File: src/design/rlp_tfp_pkg.sv
`default_nettype none

package rlp_tfp_pkg;

  typedef enum logic [4:0] {
    PH_OUTER     = 5'b00001,
    PH_OUTER_LEN = 5'b00010,
    PH_ITEM      = 5'b00100,
    PH_ITEM_LEN  = 5'b01000,
    PH_BODY      = 5'b10000
  } phase_e;

  localparam logic [3:0] FIELD_NONCE     = 4'd0;
  localparam logic [3:0] FIELD_GAS_PRICE = 4'd1;
  localparam logic [3:0] FIELD_GAS_LIMIT = 4'd2;
  localparam logic [3:0] FIELD_TO        = 4'd3;
  localparam logic [3:0] FIELD_VALUE     = 4'd4;
  localparam logic [3:0] FIELD_DATA      = 4'd5;
  localparam logic [3:0] FIELD_V         = 4'd6;
  localparam logic [3:0] FIELD_DONE      = 4'd7;
  localparam logic [3:0] FIELD_NO_LIST   = 4'd15;

  localparam logic [7:0] LIST_LONG_MIN   = 8'hf8;
  localparam logic [7:0] LIST_LEN_BASE   = 8'hf7;
  localparam logic [7:0] LIST_SHORT_MIN  = 8'hc0;
  localparam logic [7:0] STR_LONG_MIN    = 8'hb8;
  localparam logic [7:0] STR_LEN_BASE    = 8'hb7;
  localparam logic [7:0] STR_SHORT_MIN   = 8'h80;
  localparam logic [7:0] V_OFFSET        = 8'd35;
  localparam logic [7:0] V_MIN           = 8'd37;

  localparam logic [15:0] NONCE_MAX_LEN     = 16'd4;
  localparam logic [15:0] GAS_PRICE_MAX_LEN = 16'd5;
  localparam logic [15:0] GAS_LIMIT_MAX_LEN = 16'd4;
  localparam logic [15:0] ADDRESS_LEN       = 16'd20;
  localparam logic [15:0] VALUE_MAX_LEN     = 16'd32;

  typedef struct packed {
    logic [7:0] byte_in;
    logic       last;
  } beat_t;

  typedef struct packed {
    logic        ok;
    logic [31:0] nonce;
    logic [23:0] gas_price_high;
    logic [15:0] gas_price_low;
    logic [31:0] gas_limit;
    logic        has_address;
    logic [15:0] address_offset;
    logic [15:0] value_offset;
    logic [5:0]  value_length;
    logic [15:0] data_offset;
    logic [15:0] data_length;
    logic [6:0]  chain_id;
  } result_t;

endpackage

`default_nettype wire

File: src/design/rlp_tfp_if.sv
`default_nettype none

interface rlp_tfp_in_if;
  logic       valid;
  logic       ready;
  logic [7:0] byte_in;
  logic       last;

  modport source (output valid, output byte_in, output last, input ready);
  modport sink   (input valid, input byte_in, input last, output ready);
endinterface

interface rlp_tfp_out_if;
  logic        valid;
  logic        ready;
  logic        ok;
  logic [31:0] nonce;
  logic [23:0] gas_price_high;
  logic [15:0] gas_price_low;
  logic [31:0] gas_limit;
  logic        has_address;
  logic [15:0] address_offset;
  logic [15:0] value_offset;
  logic [5:0]  value_length;
  logic [15:0] data_offset;
  logic [15:0] data_length;
  logic [6:0]  chain_id;

  modport source (
    output valid, output ok, output nonce, output gas_price_high, output gas_price_low,
    output gas_limit, output has_address, output address_offset, output value_offset,
    output value_length, output data_offset, output data_length, output chain_id,
    input ready
  );
  modport sink (
    input valid, input ok, input nonce, input gas_price_high, input gas_price_low,
    input gas_limit, input has_address, input address_offset, input value_offset,
    input value_length, input data_offset, input data_length, input chain_id,
    output ready
  );
endinterface

`default_nettype wire

File: src/design/rlp_tfp_core.sv
`default_nettype none

module rlp_tfp_core #(
  parameter int POSITION_BITS = 16
) (
  input  wire                   clk_i,
  input  wire                   rst_ni,
  input  wire                   step_i,
  input  rlp_tfp_pkg::beat_t    beat_i,
  output logic                  res_valid_o,
  output rlp_tfp_pkg::result_t  res_o
);

  localparam int PW = POSITION_BITS;
  localparam int LW = ((PW > 16) ? PW : 16) + 1;

  rlp_tfp_pkg::phase_e phase_q, phase_d;
  logic [3:0]    fi_q, fi_d;
  logic [PW-1:0] pos_q, pos_d;
  logic          err_q, err_d;
  logic [LW-1:0] list_end_q, list_end_d;
  logic [LW-1:0] item_end_q, item_end_d;
  logic [3:0]    lbl_q, lbl_d;
  logic [15:0]   len_acc_q, len_acc_d;
  logic [39:0]   num_acc_q, num_acc_d;
  logic          item_one_q, item_one_d;
  logic [31:0]   nonce_q, nonce_d;
  logic [39:0]   gas_price_q, gas_price_d;
  logic [31:0]   gas_limit_q, gas_limit_d;
  logic          has_addr_q, has_addr_d;
  logic [15:0]   addr_off_q, addr_off_d;
  logic [15:0]   val_off_q, val_off_d;
  logic [5:0]    val_len_q, val_len_d;
  logic [15:0]   data_off_q, data_off_d;
  logic [15:0]   data_len_q, data_len_d;
  logic [6:0]    chain_q, chain_d;

  logic [7:0]    b;
  logic [LW-1:0] cur_x, cur_p1;
  logic          begin_v, begin_bare;
  logic [LW-1:0] begin_start, begin_end;
  logic [15:0]   begin_len;
  logic          fin_v, fin_one;
  logic [39:0]   fin_acc;
  logic [7:0]    v_minus;
  logic          ok;

  assign b      = beat_i.byte_in;
  assign cur_x  = LW'(pos_q);
  assign cur_p1 = cur_x + LW'(1);

  always_comb begin
    phase_d     = phase_q;
    fi_d        = fi_q;
    pos_d       = pos_q;
    err_d       = err_q;
    list_end_d  = list_end_q;
    item_end_d  = item_end_q;
    lbl_d       = lbl_q;
    len_acc_d   = len_acc_q;
    num_acc_d   = num_acc_q;
    item_one_d  = item_one_q;
    nonce_d     = nonce_q;
    gas_price_d = gas_price_q;
    gas_limit_d = gas_limit_q;
    has_addr_d  = has_addr_q;
    addr_off_d  = addr_off_q;
    val_off_d   = val_off_q;
    val_len_d   = val_len_q;
    data_off_d  = data_off_q;
    data_len_d  = data_len_q;
    chain_d     = chain_q;
    begin_v     = 1'b0;
    begin_bare  = 1'b0;
    begin_start = cur_p1;
    begin_len   = 16'd0;
    begin_end   = '0;
    fin_v       = 1'b0;
    fin_one     = item_one_q;
    fin_acc     = {num_acc_q[31:0], b};
    v_minus     = 8'd0;
    ok          = 1'b0;
    res_o       = '0;

    if (step_i) begin
      if (!err_q) begin
        if (pos_q == '1) begin
          err_d = 1'b1;
        end else begin
          case (phase_q)
            rlp_tfp_pkg::PH_OUTER: begin
              if (b >= rlp_tfp_pkg::LIST_LONG_MIN) begin
                lbl_d     = 4'(b - rlp_tfp_pkg::LIST_LEN_BASE);
                len_acc_d = 16'd0;
                phase_d   = rlp_tfp_pkg::PH_OUTER_LEN;
              end else if (b >= rlp_tfp_pkg::LIST_SHORT_MIN) begin
                list_end_d = cur_p1 + LW'(b - rlp_tfp_pkg::LIST_SHORT_MIN);
                fi_d       = rlp_tfp_pkg::FIELD_NONCE;
                phase_d    = rlp_tfp_pkg::PH_ITEM;
              end else begin
                err_d = 1'b1;
              end
            end
            rlp_tfp_pkg::PH_OUTER_LEN: begin
              len_acc_d = {len_acc_q[7:0], b};
              if (lbl_q != 4'd0) lbl_d = lbl_q - 4'd1;
              if (lbl_d == 4'd0) begin
                list_end_d = cur_p1 + LW'(len_acc_d);
                fi_d       = rlp_tfp_pkg::FIELD_NONCE;
                phase_d    = rlp_tfp_pkg::PH_ITEM;
              end
            end
            default: begin
              if (cur_x >= list_end_q) begin
                err_d = 1'b1;
              end else begin
                case (phase_q)
                  rlp_tfp_pkg::PH_ITEM: begin
                    if (b >= rlp_tfp_pkg::LIST_SHORT_MIN) begin
                      err_d = 1'b1;
                    end else if (b >= rlp_tfp_pkg::STR_LONG_MIN) begin
                      lbl_d     = 4'(b - rlp_tfp_pkg::STR_LEN_BASE);
                      len_acc_d = 16'd0;
                      phase_d   = rlp_tfp_pkg::PH_ITEM_LEN;
                    end else if (b >= rlp_tfp_pkg::STR_SHORT_MIN) begin
                      begin_v   = 1'b1;
                      begin_len = 16'(b - rlp_tfp_pkg::STR_SHORT_MIN);
                    end else begin
                      begin_v     = 1'b1;
                      begin_bare  = 1'b1;
                      begin_start = cur_x;
                      begin_len   = 16'd1;
                    end
                  end
                  rlp_tfp_pkg::PH_ITEM_LEN: begin
                    len_acc_d = {len_acc_q[7:0], b};
                    if (lbl_q != 4'd0) lbl_d = lbl_q - 4'd1;
                    if (lbl_d == 4'd0) begin
                      begin_v   = 1'b1;
                      begin_len = len_acc_d;
                    end
                  end
                  rlp_tfp_pkg::PH_BODY: begin
                    num_acc_d = fin_acc;
                    if (cur_p1 >= item_end_q) fin_v = 1'b1;
                  end
                  default: begin
                    err_d = 1'b1;
                  end
                endcase
              end
            end
          endcase
        end
      end

      // Item header complete: length checks and offset capture.
      if (begin_v) begin
        begin_end  = begin_start + LW'(begin_len);
        item_end_d = begin_end;
        if (begin_end > list_end_q) begin
          err_d = 1'b1;
        end else begin
          case (fi_q)
            rlp_tfp_pkg::FIELD_NONCE: begin
              if (begin_len > rlp_tfp_pkg::NONCE_MAX_LEN) err_d = 1'b1;
            end
            rlp_tfp_pkg::FIELD_GAS_PRICE: begin
              if (begin_len > rlp_tfp_pkg::GAS_PRICE_MAX_LEN) err_d = 1'b1;
            end
            rlp_tfp_pkg::FIELD_GAS_LIMIT: begin
              if (begin_len > rlp_tfp_pkg::GAS_LIMIT_MAX_LEN) err_d = 1'b1;
            end
            rlp_tfp_pkg::FIELD_TO: begin
              if (begin_len != 16'd0 && begin_len != rlp_tfp_pkg::ADDRESS_LEN) err_d = 1'b1;
              has_addr_d = (begin_len == rlp_tfp_pkg::ADDRESS_LEN);
              addr_off_d = begin_start[15:0];
            end
            rlp_tfp_pkg::FIELD_VALUE: begin
              if (begin_len > rlp_tfp_pkg::VALUE_MAX_LEN) err_d = 1'b1;
              val_off_d = begin_start[15:0];
              val_len_d = begin_len[5:0];
            end
            rlp_tfp_pkg::FIELD_DATA: begin
              data_off_d = begin_start[15:0];
              data_len_d = begin_len;
            end
            rlp_tfp_pkg::FIELD_V: begin
              chain_d = 7'd0;
            end
            default: begin
            end
          endcase
          if (!err_d) begin
            item_one_d = (begin_len == 16'd1);
            fin_one    = item_one_d;
            if (begin_bare) begin
              num_acc_d = {32'd0, b};
              fin_acc   = {32'd0, b};
              fin_v     = 1'b1;
            end else if (begin_len == 16'd0) begin
              num_acc_d = 40'd0;
              fin_acc   = 40'd0;
              fin_v     = 1'b1;
            end else begin
              num_acc_d = 40'd0;
              phase_d   = rlp_tfp_pkg::PH_BODY;
            end
          end
        end
      end

      // Item body complete: store the numeric fields.
      if (fin_v) begin
        case (fi_q)
          rlp_tfp_pkg::FIELD_NONCE:     nonce_d     = fin_acc[31:0];
          rlp_tfp_pkg::FIELD_GAS_PRICE: gas_price_d = fin_acc;
          rlp_tfp_pkg::FIELD_GAS_LIMIT: gas_limit_d = fin_acc[31:0];
          rlp_tfp_pkg::FIELD_V: begin
            v_minus = fin_acc[7:0] - rlp_tfp_pkg::V_OFFSET;
            if (fin_one && fin_acc >= 40'(rlp_tfp_pkg::V_MIN)) chain_d = v_minus[7:1];
            else chain_d = 7'd0;
          end
          default: begin
          end
        endcase
        if (fi_q < rlp_tfp_pkg::FIELD_DONE) fi_d = fi_q + 4'd1;
        phase_d = rlp_tfp_pkg::PH_ITEM;
      end

      if (pos_q != '1) pos_d = pos_q + PW'(1);

      if (beat_i.last) begin
        ok = !err_d && phase_d == rlp_tfp_pkg::PH_ITEM && fi_d == rlp_tfp_pkg::FIELD_DONE &&
             cur_p1 == list_end_d;
        if (ok) begin
          res_o.ok             = 1'b1;
          res_o.nonce          = nonce_d;
          res_o.gas_price_high = gas_price_d[39:16];
          res_o.gas_price_low  = gas_price_d[15:0];
          res_o.gas_limit      = gas_limit_d;
          res_o.has_address    = has_addr_d;
          res_o.address_offset = addr_off_d;
          res_o.value_offset   = val_off_d;
          res_o.value_length   = val_len_d;
          res_o.data_offset    = data_off_d;
          res_o.data_length    = data_len_d;
          res_o.chain_id       = chain_d;
        end
        phase_d = rlp_tfp_pkg::PH_OUTER;
        fi_d    = rlp_tfp_pkg::FIELD_NO_LIST;
        pos_d   = '0;
        err_d   = 1'b0;
      end
    end
  end

  assign res_valid_o = step_i && beat_i.last;

  always_ff @(posedge clk_i or negedge rst_ni) begin
    if (!rst_ni) begin
      phase_q <= rlp_tfp_pkg::PH_OUTER;
      fi_q    <= rlp_tfp_pkg::FIELD_NO_LIST;
      pos_q   <= '0;
      err_q   <= 1'b0;
    end else begin
      phase_q <= phase_d;
      fi_q    <= fi_d;
      pos_q   <= pos_d;
      err_q   <= err_d;
    end
  end

  always_ff @(posedge clk_i) begin
    list_end_q  <= list_end_d;
    item_end_q  <= item_end_d;
    lbl_q       <= lbl_d;
    len_acc_q   <= len_acc_d;
    num_acc_q   <= num_acc_d;
    item_one_q  <= item_one_d;
    nonce_q     <= nonce_d;
    gas_price_q <= gas_price_d;
    gas_limit_q <= gas_limit_d;
    has_addr_q  <= has_addr_d;
    addr_off_q  <= addr_off_d;
    val_off_q   <= val_off_d;
    val_len_q   <= val_len_d;
    data_off_q  <= data_off_d;
    data_len_q  <= data_len_d;
    chain_q     <= chain_d;
  end

endmodule

`default_nettype wire

File: src/design/rlp_transaction_field_parser.sv
// Channel  Dir  Payload                                  Accept
// in_i     in   byte_in[7:0], last                       valid && ready
// out_o    out  ok, nonce, gas price, gas limit, to,     valid && ready
//               value/data offsets+lengths, chain_id
//
// One byte per cycle while in_i.ready is high. A last byte's result is registered to out_o.
// Path: input register -> header/length/accumulator update -> result register.
// in_i.ready drops only while a result waits in out_o and the registered byte is a last byte.
// Reset (rst_ni low, async) returns the parser to expecting an outer list header.
`default_nettype none

module rlp_transaction_field_parser #(
  parameter int POSITION_BITS = 16
) (
  input  wire              clk_i,
  input  wire              rst_ni,
  rlp_tfp_in_if.sink       in_i,
  rlp_tfp_out_if.source    out_o
);

  logic                 s1_valid_q, s1_valid_d;
  rlp_tfp_pkg::beat_t   s1_q;
  logic                 s1_adv;
  logic                 in_accept;
  logic                 out_valid_q, out_valid_d;
  rlp_tfp_pkg::result_t out_q;
  logic                 res_valid;
  rlp_tfp_pkg::result_t res;

  assign s1_adv      = !s1_q.last || !out_valid_q || out_o.ready;
  assign in_i.ready  = !s1_valid_q || s1_adv;
  assign in_accept   = in_i.valid && in_i.ready;
  assign s1_valid_d  = in_accept || (s1_valid_q && !s1_adv);
  assign out_valid_d = res_valid || (out_valid_q && !out_o.ready);

  rlp_tfp_core #(
    .POSITION_BITS(POSITION_BITS)
  ) u_core (
    .clk_i      (clk_i),
    .rst_ni     (rst_ni),
    .step_i     (s1_valid_q && s1_adv),
    .beat_i     (s1_q),
    .res_valid_o(res_valid),
    .res_o      (res)
  );

  always_ff @(posedge clk_i or negedge rst_ni) begin
    if (!rst_ni) begin
      s1_valid_q  <= 1'b0;
      out_valid_q <= 1'b0;
    end else begin
      s1_valid_q  <= s1_valid_d;
      out_valid_q <= out_valid_d;
    end
  end

  always_ff @(posedge clk_i) begin
    if (in_accept) begin
      s1_q.byte_in <= in_i.byte_in;
      s1_q.last    <= in_i.last;
    end
    if (res_valid) out_q <= res;
  end

  assign out_o.valid          = out_valid_q;
  assign out_o.ok             = out_q.ok;
  assign out_o.nonce          = out_q.nonce;
  assign out_o.gas_price_high = out_q.gas_price_high;
  assign out_o.gas_price_low  = out_q.gas_price_low;
  assign out_o.gas_limit      = out_q.gas_limit;
  assign out_o.has_address    = out_q.has_address;
  assign out_o.address_offset = out_q.address_offset;
  assign out_o.value_offset   = out_q.value_offset;
  assign out_o.value_length   = out_q.value_length;
  assign out_o.data_offset    = out_q.data_offset;
  assign out_o.data_length    = out_q.data_length;
  assign out_o.chain_id       = out_q.chain_id;

endmodule

`default_nettype wire

File: src/flat_wrapper.sv
// flat-port wrapper written by rule: the top's interface ports become plain ports
module rlp_transaction_field_parser_flat 
#(
  parameter int POSITION_BITS = 16
)
  (clk_i, rst_ni, in_i_valid, in_i_byte_in, in_i_last, in_i_ready, out_o_valid, out_o_ok, out_o_nonce, out_o_gas_price_high, out_o_gas_price_low, out_o_gas_limit, out_o_has_address, out_o_address_offset, out_o_value_offset, out_o_value_length, out_o_data_offset, out_o_data_length, out_o_chain_id, out_o_ready);
  rlp_tfp_in_if in_i_i ();
  rlp_tfp_out_if out_o_i ();
  input  wire clk_i;
  input  wire rst_ni;
  input wire logic [$bits(in_i_i.valid)-1:0] in_i_valid;
  input wire logic [$bits(in_i_i.byte_in)-1:0] in_i_byte_in;
  input wire logic [$bits(in_i_i.last)-1:0] in_i_last;
  output wire logic [$bits(in_i_i.ready)-1:0] in_i_ready;
  output wire logic [$bits(out_o_i.valid)-1:0] out_o_valid;
  output wire logic [$bits(out_o_i.ok)-1:0] out_o_ok;
  output wire logic [$bits(out_o_i.nonce)-1:0] out_o_nonce;
  output wire logic [$bits(out_o_i.gas_price_high)-1:0] out_o_gas_price_high;
  output wire logic [$bits(out_o_i.gas_price_low)-1:0] out_o_gas_price_low;
  output wire logic [$bits(out_o_i.gas_limit)-1:0] out_o_gas_limit;
  output wire logic [$bits(out_o_i.has_address)-1:0] out_o_has_address;
  output wire logic [$bits(out_o_i.address_offset)-1:0] out_o_address_offset;
  output wire logic [$bits(out_o_i.value_offset)-1:0] out_o_value_offset;
  output wire logic [$bits(out_o_i.value_length)-1:0] out_o_value_length;
  output wire logic [$bits(out_o_i.data_offset)-1:0] out_o_data_offset;
  output wire logic [$bits(out_o_i.data_length)-1:0] out_o_data_length;
  output wire logic [$bits(out_o_i.chain_id)-1:0] out_o_chain_id;
  input wire logic [$bits(out_o_i.ready)-1:0] out_o_ready;
  assign in_i_i.valid = in_i_valid;
  assign in_i_i.byte_in = in_i_byte_in;
  assign in_i_i.last = in_i_last;
  assign in_i_ready = in_i_i.ready;
  assign out_o_valid = out_o_i.valid;
  assign out_o_ok = out_o_i.ok;
  assign out_o_nonce = out_o_i.nonce;
  assign out_o_gas_price_high = out_o_i.gas_price_high;
  assign out_o_gas_price_low = out_o_i.gas_price_low;
  assign out_o_gas_limit = out_o_i.gas_limit;
  assign out_o_has_address = out_o_i.has_address;
  assign out_o_address_offset = out_o_i.address_offset;
  assign out_o_value_offset = out_o_i.value_offset;
  assign out_o_value_length = out_o_i.value_length;
  assign out_o_data_offset = out_o_i.data_offset;
  assign out_o_data_length = out_o_i.data_length;
  assign out_o_chain_id = out_o_i.chain_id;
  assign out_o_i.ready = out_o_ready;
  rlp_transaction_field_parser #(.POSITION_BITS(POSITION_BITS)) u_core (.clk_i(clk_i), .rst_ni(rst_ni), .in_i(in_i_i), .out_o(out_o_i));
endmodule
File: config.mk
export PLATFORM = sky130hd
export DESIGN_NAME = rlp_transaction_field_parser_flat
export DESIGN_NICKNAME = d
export VERILOG_FILES = /design/src/design/rlp_tfp_pkg.sv /design/src/design/rlp_tfp_if.sv /design/src/design/rlp_tfp_core.sv /design/src/design/rlp_transaction_field_parser.sv /design/src/flat_wrapper.sv
export SDC_FILE = /design/constraint.sdc
export NUM_CORES = 1
export LEC_CHECK = 0
export BUFFER_PORTS_ARGS = -buffer_cell sky130_fd_sc_hd__buf_2
export CAP_MARGIN = 20
export CORE_MARGIN = 1.5
export CORE_UTILIZATION = 45
export CTS_BUF_LIST = sky130_fd_sc_hd__clkbuf_4 sky130_fd_sc_hd__clkbuf_8 sky130_fd_sc_hd__clkbuf_16
export DETAILED_ROUTE_END_ITERATION = 16
export GPL_TIMING_DRIVEN = 0
export HOLD_SLACK_MARGIN = 0.1
export PLACE_DENSITY = 0.6
export SYNTH_ARGS = -nofsm -noshare
export SYNTH_HDL_FRONTEND = slang
export SYNTH_HIERARCHICAL = 1
export SYNTH_SLANG_ARGS = --single-unit
File: constraint.sdc
create_clock -name clk_i -period 78 [get_ports clk_i]
set_input_delay 7.8 -clock clk_i [delete_from_list [all_inputs] [get_ports clk_i]]
set_output_delay 7.8 -clock clk_i [all_outputs]
set_load 0.05 [all_outputs]
**Word level (Yosys, flattened, before mapping)**

Cells that the tools add are included.

- Register bits after elaboration: 489
- Input port bits: 13
- Output and inout port bits: 185
- Word-level logic and storage cells: 301

- $add $sub $neg: 12
- Order comparisons: 12
- Equal/unequal tests: 23
- Muxes and demuxes: 179
- Bitwise logic cells: 2
- Reduce and logical (&&, ||, !) cells: 37

Operators with widths:

| kind | count |
|---|---|
| 40-bit 2-to-1 mux | 16 |
| 16-bit 2-to-1 mux | 23 |
| 17-bit 2-to-1 mux | 15 |
| 183-bit 2-to-1 mux | 1 |
| 32-bit 2-to-1 mux | 4 |
| 4-bit 2-to-1 mux | 24 |
| 5-bit 2-to-1 mux | 17 |
| 1-bit 2-to-1 mux | 53 |
| 7-bit 2-to-1 mux | 6 |
| 40-bit by 6-bit >= comparator with 1-bit output, second input constant | 1 |
| 8-bit 2-to-1 mux | 5 |
| 17-bit by 16-bit adder with 17-bit output | 2 |
| 17-bit case mux with 2 select lines | 1 |
| 8-bit >= comparator, second input constant | 4 |
| 16-bit by 3-bit > comparator with 1-bit output, second input constant | 2 |
| 16-bit case mux with 2 select lines | 1 |
| 8-bit case mux with 2 select lines | 2 |
| 4-bit case mux with 2 select lines | 3 |
| 6-bit 2-to-1 mux | 3 |
| 8-bit by 8-bit subtractor with 9-bit output, second input constant | 2 |
| 16-bit by 1-bit adder with 17-bit output, second input constant | 1 |
| 17-bit adder | 1 |
| 17-bit equality test | 1 |
| 16-bit by 17-bit >= comparator with 1-bit output | 1 |
| other kinds (41) | 76 |

**Longest topological paths before layout**

- Word-level depth: 34
- Mapped depth: 38
- Mapped depth without buffers: 34

**Modules after synthesis**

The synthesis kept the hierarchy.

By module, submodules not included:

| module | times used | cells an instance | area each (um2) | sequential area each (um2) |
|---|---|---|---|---|
| rlp_tfp_core | 1 | 1,953 | 19,796.5 | 8,494.4 |
| rlp_transaction_field_parser | 1 | 200 | 5,871.9 | 5,815.6 |

**Least setup slack after synthesis**

Ideal clock, no wire load.

- Kind: input to register
- Start point: input port out_o_ready
- End point: register u_core.out_q, in the netlist u_core/out_o.address_offset[0], data pin
- Library setup time: 153 ps
- Data arrival time: 33,464 ps
- Required time: 77,847 ps
- Slack: 44,383 ps
- Stages on the path: 14
- Buffers on the path: 2
- Cells stage by stage: nor2b_1 > a21boi_0 > and2_1 > o21ai_0 > a2111oi_2 > nand4_1 > and4bb_1 > nand4b_1 > or4b_1 > or4_1 > a2111o_1 > buf_4 > buf_6 > nor3b_2

- Word-level cells in the longest chain between the ends: 3

RTL lines:

| item | RTL line | source |
|---|---|---|
| start: declaration | flat_wrapper.sv:28 | `input wire logic [$bits(out_o_i.ready)-1:0] out_o_ready;` |
| 1-bit logical OR | rlp_transaction_field_parser.sv:30 | `assign s1_adv = !s1_q.last \|\| !out_valid_q \|\| out_o.ready;` |
| 1-bit logical AND | rlp_transaction_field_parser.sv:41 | `.step_i (s1_valid_q && s1_adv),` |
| 3-bit AND reduction (no line) | n/a |  |
| end signal: assignment | rlp_transaction_field_parser.sv:62 | `if (res_valid) out_q <= res;` |
| end: declaration | rlp_transaction_field_parser.sv:26 | `rlp_tfp_pkg::result_t out_q;` |

Every way passes these cells.
A chain may end at the register's enable or synchronous reset.

**Worst setup path after layout**

- Start point: input port out_o_ready
- End point: output port in_i_ready

- Word-level cells in the longest chain between the ends: 2

RTL lines:

| item | RTL line | source |
|---|---|---|
| 1-bit logical OR | rlp_transaction_field_parser.sv:30 |  |
| 1-bit logical OR | rlp_transaction_field_parser.sv:31 | `assign in_i.ready = !s1_valid_q \|\| s1_adv;` |
| end: declaration | flat_wrapper.sv:14 | `output wire logic [$bits(in_i_i.ready)-1:0] in_i_ready;` |

Every way passes these cells.

==> summary.txt <==
Die
  • Starting density of the core: 45.52%
  • Total die area: 0.05848 mm2
  • Core box area: 0.05639 mm2
  • Die Y: 241.8 um
  • Die width: 241.8 um
  • Boundary Pins: 198
  • Cell Rows: 87

Logic synthesis
  • Synth area leader: edfxtp_1
  • Main synth FF type: edfxtp_1
  • EDFF count, synth: 453
  • Synth top area share: 53.00%
  • Ys async rst share: 5.821%
  • Avg Inst Size Synth: 11.92 um2
  • Synth warnings: 6
  • Top cells by area, synth: edfxtp_1, nor3b_2, ha_1
  • #FFs+latches synth: 481
  • Synth Cell Area: 0.02567 mm2
  • Cell variety after synth: 91
  • Sequential area share after synthesis: 55.75%
  • Post-Syn Instances: 2153
  • Syn Nets: 2272

Layout
  • Final #Nets: 2537
  • Design Area, Final: 0.02969 mm2
  • Commonest non-fill, non-tap cell in the layout: edfxtp_1
  • Synth-to-layout area growth: 15.65%
  • Final cell count without fillers: 3219
  • Share of layout cells above drive strength 1: 22.71%
  • Layout fillers: 4978
  • Most frequent cells in the layout: edfxtp_1, nand2_1, buf_2, o21ai_0, nor3b_2
  • Post-layout util: 52.65%

Critical path
  • Crit Path Class: input pin to output pin
  • Critical path peak fanout: 3
  • Worst Path Buf+Inv: 2
  • Critical path depth: 3
  • Slowest CP cell: buf_2
  • CP max stage delay: 0.25 ns
  • Worst-path cell chain: buf_2 -> nand4b_4 -> buf_2
  • Cell mode on critical path: buf_2
  • Crit end category: output pin
  • WP data required: 70.20 ns
  • Crit path launch type: input pin
  • Top delay family on crit path: buffers and inverters
  • Reg2reg path depth: 35
  • Arrival time worst endpoint: 8.33 ns

Placement
  • Placed Instances: 3119
  • Routability Congestion: 0.9259
  • Dpl hpwl: 54.76 mm
  • Placement Cell Area: 0.02793 mm2
  • Place WS: 61.87 ns
  • Port buffer count: 197

Global route
  • Gr ovfl total: 0
  • Pin count of the biggest net entering global routing: 67
  • GRT Util Overall: 24.90%
  • Vias in the first global route: 17990
  • Antenna violations before repair: 1
  • First-pass GRT wire length: 110.9 mm

STA
  • Clock skew: 0.02227 ns
  • Final Max Tran Viols: 0
  • Final worst-path setup slack: 61.87 ns
  • Fmax: 62.01 MHz
  • Final Hold Fails: 0
  • Max-slew headroom: 22.67%
  • RSZ-0062 raised after global routing: false
  • Final min period: 16.13 ns
  • Part of the cycle the worst path needs: 20.67%
  • Worst-margin pin slew: 1.152 ns
  • Final setup fails: 0
  • Hold slack final: 0.5156 ns
  • Setup TNS: 0 ns

Power
  • Worst IR Drop VDD: 0.00001815 V
  • Total chip power: 0.6900 mW
  • Leak: 11.73 nW
  • Power Density: 23.24 mW/mm2

Routing
  • Final antenna-violating net count: 0
  • DRC viols: 0
  • Post-DR wirelength/cell: 23.00 um
  • Routed vias/inst: 5.713
  • Routed wire length: 74.04 mm
  • First-pass detailed-route iteration total: 7
  • Number of DRC markers in iteration 0: 1703
  • Total number of vias: 18390

Clock tree
  • Cts hold-fix bufs: 0
  • # clock sinks: 481
  • H-tree depth: 2
  • Post-CTS Setup Bufs: 0
  • Clock transition at path regs: 0.06 ns
  • Post_cts resized: 0
  • Clk Latency, worst-skew pair: 0.63 ns
  • CTS tree: done
  • Max clock buf depth: 3
  • Num CTS Buffers: 51
  • Root Buffer: clkbuf_16

Run status
  • Status: complete, no violations

Hold path
  • Hold WC Path Type: flip-flop to flip-flop
  • WHS Path Cells: 2

Job
  • Max Cap Viol: 0
per-layer routing:
layer,part of all wire [%],track usage (%),up-vias
li1,-,-,8484
met2,47,39.84,709
met1,43,33.47,9066
met3,6.8,4.661,132
met4,3.8,9.982,0
met5,0,0,-
flip-flops by register name, indices dropped and copies added (netlist names), 7 cells and up:
signal                       count
u_core/out_o.gas_limit          32
u_core/out_o.address_offset     16
u_core/u_core/val_off_q         16
u_core/u_core/data_off_q        16
u_core/u_core/item_end_q        17
u_core/u_core/gas_price_q       40
u_core/u_core/nonce_q           32
u_core/out_o.chain_id            7
u_core/s1_q                      9
u_core/u_core/pos_q             16
u_core/u_core/num_acc_q         32
u_core/out_o.data_length        16
u_core/out_o.gas_price_low      16
u_core/u_core/chain_q            7
u_core/out_o.nonce              32
u_core/u_core/addr_off_q        16
u_core/u_core/len_acc_q          8
u_core/u_core/list_end_q        17
u_core/out_o.data_offset        16
u_core/out_o.value_offset       16
u_core/u_core/gas_limit_q       32
u_core/out_o.gas_price_high     24
u_core/u_core/data_len_q        16
final cells by class:
| cell class | count | area (um2) | share of cell area (%) |
|---|---|---|---|
| clock buffer | 61 | 1351 | 4.552 |
| sequential | 481 | 14310 | 48.20 |
| inverter | 86 | 322.8 | 1.087 |
| multi-input combinational | 1459 | 10440 | 35.16 |
| tap | 756 | 945.9 | 3.186 |
| buffer | 127 | 623.1 | 2.099 |
| antenna | 2 | 5.005 | 0.01686 |
| timing repair buffer | 212 | 1309 | 4.409 |
| clock inverter | 35 | 382.9 | 1.290 |
cells in the mapped netlist, types with 31 or more instances:
cell      count
and2_1       31
edfxtp_1    453
nor2_1      131
a21oi_1      92
nand3_1      31
xnor2_1      45
inv_1        85
o21ai_0     196
nand2_1     245
clkbuf_1     95
nor3b_2     169
mux2_2       35
xor2_1       33
ha_1        104
logic make-up (layout without fill, tap and decap cells):
family / after synthesis / in the layout / synth area share [%]
AND/OR/NAND/NOR: 764 / 764 / 19.31
flip-flops: 481 / 481 / 55.75
AO/OA/AOI/OAI: 447 / 447 / 10.70
buffers and inverters: 213 / 521 / 3.685
adder cells (fa/ha/maj): 107 / 107 / 5.264
XOR/XNOR: 78 / 78 / 2.661
multiplexers: 63 / 63 / 2.627
other: 0 / 2 / 0
power breakdown:
group / internal [mW] / switching (mW) / leakage [nW]
combinational: 0.0335 / 0.0900 / 6.14
clock: 0.142 / 0.108 / 0.848
sequential: 0.306 / 0.0110 / 4.75
worst min-delay path, cell delays in order, from the launching register on:
cell     delay, ns
dfstp_2       0.40
nand2_1       0.07
nand2_1       0.05
worst paths after layout:
path	start	end	slack [ns]
max	out_o_ready	in_i_ready	61.87
min in group asynchronous	rst_ni	u_core/u_core/pos_q[13]$_DFFE_PN0P_	7.25
max in group asynchronous	rst_ni	u_core/u_core/phase_q[2]$_DFFE_PN0P_	70.23
max reg2reg	u_core/u_core/pos_q[0]$_DFFE_PN0P_	u_core/out_o.gas_price_low[2]$_DFFE_PP_	65.76
min	u_core/u_core/fi_q[0]$_DFFE_PN1P_	u_core/u_core/fi_q[0]$_DFFE_PN1P_	0.52
min reg2reg	u_core/u_core/fi_q[0]$_DFFE_PN1P_	u_core/u_core/fi_q[0]$_DFFE_PN1P_	0.52
(Power assumes the default switching activity.)
